--- src/hdl/cpbd_pkg.sv ---
// Shared package of the peak box decoder: register codes, reset values,
// datapath widths and the lane control struct. Depends on nothing.
package cpbd_pkg;

  // Heatmap cell size in network input pixels.
  localparam int STRIDE = 4;
  localparam int STRIDE_W = $clog2(STRIDE + 1);

  // Field widths.
  localparam int CELL_W = 10;
  localparam int HEAT_W = 16;
  localparam int FIX_W = 19;
  localparam int IMG_W = 13;
  localparam int NET_W = 12;
  localparam int INV_W = 24;
  localparam int CFG_W = 24;

  // Datapath widths: v = (cell*256 + offset +/- dist)*STRIDE - net*128,
  // product v*inverse_scale, rounded edge is the product shifted down 24 bits.
  localparam int A_W = 21;
  localparam int V_W = A_W + STRIDE_W + 1;
  localparam int PROD_W = V_W + INV_W + 1;
  localparam int P_W = PROD_W + 1;
  localparam int FRAC_W = 24;
  localparam int E_W = P_W - FRAC_W;

  typedef enum logic [2:0] {
    REG_MAP_WIDTH       = 3'd0,
    REG_MAP_HEIGHT      = 3'd1,
    REG_SCORE_THRESHOLD = 3'd2,
    REG_IMAGE_WIDTH     = 3'd3,
    REG_IMAGE_HEIGHT    = 3'd4,
    REG_NET_WIDTH       = 3'd5,
    REG_NET_HEIGHT      = 3'd6,
    REG_INVERSE_SCALE   = 3'd7
  } cpbd_reg_t;

  localparam logic [CELL_W-1:0] RST_MAP_WIDTH = 10'd272;
  localparam logic [CELL_W-1:0] RST_MAP_HEIGHT = 10'd152;
  localparam logic [HEAT_W-1:0] RST_SCORE_THRESHOLD = 16'd26214;
  localparam logic [IMG_W-1:0] RST_IMAGE_WIDTH = 13'd1920;
  localparam logic [IMG_W-1:0] RST_IMAGE_HEIGHT = 13'd1080;
  localparam logic [NET_W-1:0] RST_NET_WIDTH = 12'd1088;
  localparam logic [NET_W-1:0] RST_NET_HEIGHT = 12'd608;
  localparam logic [INV_W-1:0] RST_INVERSE_SCALE = 24'd115652;

  // Load enables of the three pipeline stages inside an edge lane.
  typedef struct packed {
    logic load_v;
    logic load_p;
    logic load_e;
  } cpbd_lane_ctl_t;

endpackage

--- src/hdl/cpbd_edge_lane.sv ---
// One box edge lane: maps a cell coordinate plus offset and distance to a
// rounded image pixel in three registered stages. Depends on cpbd_pkg.
module cpbd_edge_lane (
  input  logic                                   clk,
  input  cpbd_pkg::cpbd_lane_ctl_t               ctl,
  input  logic [cpbd_pkg::CELL_W-1:0]            coord,
  input  logic signed [cpbd_pkg::FIX_W-1:0]      offset,
  input  logic signed [cpbd_pkg::FIX_W-1:0]      span,
  input  logic                                   dist_neg,
  input  logic                                   end_edge,
  input  logic [cpbd_pkg::NET_W-1:0]             net_size,
  input  logic [cpbd_pkg::IMG_W-1:0]             image_size,
  input  logic [cpbd_pkg::INV_W-1:0]             inverse_scale,
  output logic signed [cpbd_pkg::E_W-1:0]        edge_pos
);

  localparam int V_W = cpbd_pkg::V_W;
  localparam int P_W = cpbd_pkg::P_W;
  localparam int PROD_W = cpbd_pkg::PROD_W;
  localparam int E_W = cpbd_pkg::E_W;
  localparam int FRAC_W = cpbd_pkg::FRAC_W;
  localparam logic signed [V_W-1:0] STRIDE_S = V_W'(cpbd_pkg::STRIDE);
  localparam logic signed [P_W-1:0] ROUND_HALF = P_W'(64'd1 << (FRAC_W - 1));

  logic signed [V_W-1:0]    cell_s, off_s, dist_s, net_s, a_val, v_next;
  logic signed [V_W-1:0]    v;
  logic signed [PROD_W-1:0] prod;
  logic signed [P_W-1:0]    p_val;
  logic signed [E_W-1:0]    e_next;

  // Stage one: position in Q.8 cells, scaled to network pixels and centered.
  always_comb begin
    cell_s = $signed(V_W'({coord, 8'b0}));
    off_s  = V_W'(offset);
    dist_s = V_W'(span);
    net_s  = $signed(V_W'({net_size, 7'b0}));
    if (dist_neg) begin
      a_val = cell_s + off_s - dist_s;
    end else begin
      a_val = cell_s + off_s + dist_s;
    end
    v_next = a_val * STRIDE_S - net_s;
  end

  // Stage three: recenter in the image and round half toward plus infinity.
  always_comb begin
    p_val = P_W'(prod) + $signed(P_W'({image_size, 23'b0})) + ROUND_HALF;
    e_next = $signed(p_val[P_W-1:FRAC_W]) + $signed(E_W'(end_edge));
  end

  always_ff @(posedge clk) begin
    if (ctl.load_v) begin
      v <= v_next;
    end
    if (ctl.load_p) begin
      prod <= PROD_W'(v) * PROD_W'($signed({1'b0, inverse_scale}));
    end
    if (ctl.load_e) begin
      edge_pos <= e_next;
    end
  end

endmodule

--- config.mk ---
export PLATFORM = sky130hd
export DESIGN_NAME = cpbd_edge_lane
export DESIGN_NICKNAME = d
export VERILOG_FILES = /design/src/hdl/cpbd_pkg.sv /design/src/hdl/cpbd_edge_lane.sv
export SDC_FILE = /design/constraint.sdc
export NUM_CORES = 2
export LEC_CHECK = 0
export BUFFER_PORTS_ARGS = -buffer_cell sky130_fd_sc_hd__buf_2
export CORE_MARGIN = 2
export CORE_UTILIZATION = 40
export CTS_BUF_LIST = sky130_fd_sc_hd__clkbuf_8
export DETAILED_ROUTE_END_ITERATION = 12
export PLACE_DENSITY = 0.66
export SLEW_MARGIN = 20
export SYNTH_ARGS = -nofsm -noshare
export SYNTH_HDL_FRONTEND = slang
export SYNTH_SLANG_ARGS = --single-unit
--- constraint.sdc ---
create_clock -name clk -period 20.3 [get_ports clk]
set_input_delay 1.015 -clock clk [delete_from_list [all_inputs] [get_ports clk]]
set_output_delay 1.015 -clock clk [all_outputs]
set_load 0.02 [all_outputs]
---- Word-level counts from Yosys, hierarchy flattened ----
Index checks and enable logic that the tools add are counted.
W data, S select, Z words.
word-level totals
  ROM bits ................................ 0
  bits in writable memories ............... 0
  register bits ........................... 102
  latch bits .............................. 0
  memories ................................ 0
  output and inout port bits .............. 27
  input bits .............................. 103
  logic and storage cells ................. 12
cells by class
  $lt $le $gt $ge ......................... 0
  reduce and logical (&&, ||, !) cells .... 0
  multipliers ............................. 1
  bitwise operators ....................... 0
  divide/modulo/power cells ............... 0
  equal/unequal tests ..................... 0
  $add $sub $neg .......................... 7
  muxes and demuxes ....................... 1
  shift-type cells ........................ 0
operators by type and width
  operator                  number
  $add A50 B37 Y51          1
  $add A51 B25 Y51 const B  1
  $mul A25 B25 Y50          1
  $add A27 B2 Y27           1
  $sub A25 B20 Y25          1
  $mux W23                  1
  $add A20 B19 Y21          1
  $sub A20 B19 Y21          1
  $add A19 B19 Y20          1

---- Longest topological paths before layout ----
  word-level depth ........................ 4
  mapped depth ............................ 26
  depth with buffers taken out ............ 24

---- Worst setup path after synthesis ----
No wires, ideal clock.
  path kind ............................... in2reg
  start ................................... in inverse_scale[1] in the netlist's numbering
  end ..................................... reg prod[49] (data pin)
  stages on the path ...................... 24
  data required time ...................... 20.040 ns
  slack ................................... 12.748 ns
  library setup time ...................... 0.260 ns
  arrival time ............................ 7.292 ns
  path buffers ............................ 2
  path through ............................ clkbuf_1 > nand2_1 > inv_1 > fa_1 > inv_1 > fa_1 > fa_1 > inv_1 > fa_1 > fa_1 > fa_1 > inv_1 > fa_1 > inv_1 > ha_1 > clkbuf_1 > a21oi_1 > o21bai_1 > a21oi_1 > o211ai_1 > a21boi_0 > o211ai_1 > a31oi_1 > xnor2_1
on the way
  longest elaborated chain between the ends .. 1
ends and longest elaborated chain
  what                    RTL line              RTL
  start: declaration      cpbd_edge_lane.sv:13  input logic [cpbd_pkg::INV_W-1:0] inverse_scale,
  $mul A25 B25 Y50        cpbd_edge_lane.sv:56  prod <= PROD_W'(v) * PROD_W'($signed({1'b0, inverse_scale}));
  end signal: assignment  cpbd_edge_lane.sv:56
  end: declaration        cpbd_edge_lane.sv:27  logic signed [PROD_W-1:0] prod;
Every way passes these cells.
A chain may end at the register's enable or synchronous reset.

---- Final worst setup path ----
  start ................................... reg v[21]
  end ..................................... reg prod[47] (data pin)
on the way
  longest elaborated chain between the ends .. 1
ends and longest elaborated chain
  what                      RTL line              RTL
  start: declaration        cpbd_edge_lane.sv:26  logic signed [V_W-1:0] v;
  start signal: assignment  cpbd_edge_lane.sv:53  v <= v_next;
  $mul A25 B25 Y50          cpbd_edge_lane.sv:56
Every way passes these cells.

==> results.toml <==
[status]
status = "complete, no violations"

[worst_setup_path]
crit_required_ns = 20.47
r2r_end = "prod[47]"
worst_setup_path_start_kind = "flip-flop"
worstPathArrival_ns = 8.33
critPathCaptureType = "flip-flop"
critical_path.max_fanout = 24
critical_path_class = "reg -> reg"
r2r_slack_ns = 12.14
timing.rr.start = "v[21]"
r2r_cells = 21

[synthesis]
yosys_most_used_dff = "edfxtp_1"
syn_inst = 2974
seq_area_frac_synth_pct = 8.42
ys_warn_count = 0
ys_types = 80
async_flop_share_pct = 0
synth_seq_cells = 77
synth_edf_count = 77
syn_avg_cell_area_um2 = 9.24
syn_nets = 3874
synthesis.area_mm2 = 0.0275

[global_route]
antenna_found_initial = 13
overflow = 0
grt_first_pass_wirelength_um = 109000
grt_pass1_vias = 20900
grt.total_usage_pct = 19.6
grt_max_degree = 28

[min_path]
min_to = "edge_pos[18]"
min_path_type = "reg -> reg"
holdPathStages = 1
holdCritStartpoint = "prod[42]"

[layout]
nFillCells = 6684
multiInputGateArea_mm2 = 0.0221
final_common_cell = "inv_1"
seqCellArea_mm2 = 0.00231
layout-drive-gt1-share_pct = 6.17
area_growth_pct = 5.88
layout.nets = 3908
final_cell_mix = "inv_1 (709), fa_1 (592), and2_1 (352)"

[sta]
hold_viol_final = 0
fmax_mhz = 123
slew_violations = 0
slew-limit-headroom_pct = 18.4
finalClockSkew_ns = 0.0363
period_needed_ns = 8.16
tightestPinTransition_ns = 1.22
rsz0062_at_grt = "false"
min_period_over_period_pct = 40.2
fin_tns_setup_ns = 0
setup_viol = 0

[route]
route.detailed.drc = 0
drt_iter0_drc = 1112
post_drt_wl_per_cell_um = 17.0
drt_wl_total_um = 66300
drtPass1Iterations = 5
final_antenna_net_count = 0
routed-via-count = 19700
viasPerCell = 5.05

[clock_network]
cts-root-buf = "clkbuf_8"
postCtsHoldBufs = 0
clkLatencyLatePin_ns = 0.46
cts_setup_buffers = 0
cts_tree = "done"
h-tree-depth = 3
cts_buffers = 9
cts_buffer_depth = 2
cts.clk_slew.worst_paths_ns = 0.10
cts_resized = 0
clkSinkCount = 77

[floorplan]
pin_count = 130
die_h_um = 266
die_x_um = 266
initial_core_util_pct = 40.2
coreArea_mm2 = 0.0683
die_area_mm2 = 0.0708
rows = 96

[placement]
io_buffers = 129
finalWeightedCongestion = 0.892
dp_hpwl_um = 54400

[flow_run]
maxCapViolations = 0
==> per-stage QoR <==
| step | instance area [um2] | utilization (%) | instances | hold WS (ns) | setup WS (ns) |
|---|---|---|---|---|---|
| 2_1_floorplan | 27500 | - | 2974 | 0.606 | 12.75 |
| 3_3_place_gp | 28800 | 42.2 | 3875 | 0.690 | 11.98 |
| 3_5_place_dp | 28800 | 42.2 | 3875 | 0.677 | 11.88 |
| 4_1_cts | 29000 | 42.5 | 3891 | 0.684 | 12.12 |
| 5_1_grt | 29100 | 42.6 | 3896 | 0.718 | 11.72 |
| 6_report | 29100 | 42.6 | 3897 | 0.679 | 12.14 |
==> synth_stat cells, drive strengths merged (4+ instances only) <==
library cell	instances	share of area [%]
inv	709	9.7
fa	592	43
and2	352	8.0
nand2	261	3.6
ha	205	9.3
clkbuf	112	1.5
a21oi	98	1.8
xnor2	86	2.7
nor2	80	1.1
edfxtp	77	8.4
o21ai	53	0.98
a21o	35	0.96
xor2	35	1.2
nor3	27	0.53
nand3	26	0.47
a211oi	24	0.75
nand4	19	0.54
nor2b	15	0.35
o211ai	14	0.40
o21a	12	0.33
o21bai	12	0.33
a31oi	9	0.20
and3	7	0.16
mux2i	7	0.26
nor4	7	0.21
o2111ai	7	0.22
nand2b	6	0.14
or2	6	0.14
a21boi	5	0.14
a41oi	5	0.16
buf	5	0.096
or3	5	0.13
a2111oi	4	0.15
a211o	4	0.13
a31o	4	0.13
nand4b	4	0.13
o22ai	4	0.091
o311ai	4	0.13
o31ai	4	0.11
==> per-layer routing <==
| metal | share of wire, % | track usage (%) | up-vias |
|---|---|---|---|
| met1 | 46 | 27.4 | 9832 |
| met4 | 1.4 | 3.31 | 20 |
| li1 | - | - | 9093 |
| met5 | 0.19 | 0 | - |
| met2 | 44 | 30.5 | 646 |
| met3 | 9.1 | 5.67 | 80 |
==> critical path, cell delays in order, from the launching register on <==
cell and delay [ns]:
edfxtp_1 1.14, and2_1 0.27, fa_1 0.42, fa_1 0.54
inv_1 0.05, fa_1 0.49, fa_1 0.51, inv_1 0.05
fa_1 0.51, fa_1 0.50, inv_1 0.05, fa_1 0.47
inv_1 0.04, ha_1 0.32, o211ai_1 0.09, o21ai_0 0.58
nand2_1 0.12, o32ai_1 0.69, o21ba_2 0.28, o21ai_0 0.19
o41ai_1 0.45, xor2_1 0.11
==> worst max path at each step <==
stage          cells after the start  slack [ns]         startpoint       end
3_5_place_dp                      23       11.88   inverse_scale[1]  prod[47]
5_1_grt                           22       11.72              v[24]  prod[47]
2_1_floorplan                     24       12.75   inverse_scale[1]  prod[49]
4_1_cts                           21       12.12              v[20]  prod[47]
6_report                          21       12.14              v[21]  prod[47]
3_3_place_gp                      24       11.98  inverse_scale[10]  prod[47]
==> final cells by class <==
type / instances / share of cell area [%]
well taps: 882 / 3.79
clock inverters: 7 / 0.241
repair buffers: 140 / 2.61
diodes: 2 / 0.0172
multi-input cells: 2071 / 75.8
inverters: 709 / 9.15
flip-flops and latches: 77 / 7.95
clock buffers: 9 / 0.426
==> state kept, by name (all words and copies together) (netlist names) <==
name / count
edge_pos: 27
prod: 27
v: 23
==> kinds of logic after synthesis <==
logic type | share of synthesized area (%)
buf+inv | 11.3
xor+xnor | 3.91
compound gates | 7.82
simple gates | 15.8
fa+ha+maj | 52.5
flops | 8.42
mux | 0.255
Power is left out: the tool's default activity adds up to more than one toggle a clock period on the data nets, which glitch-free logic cannot reach.
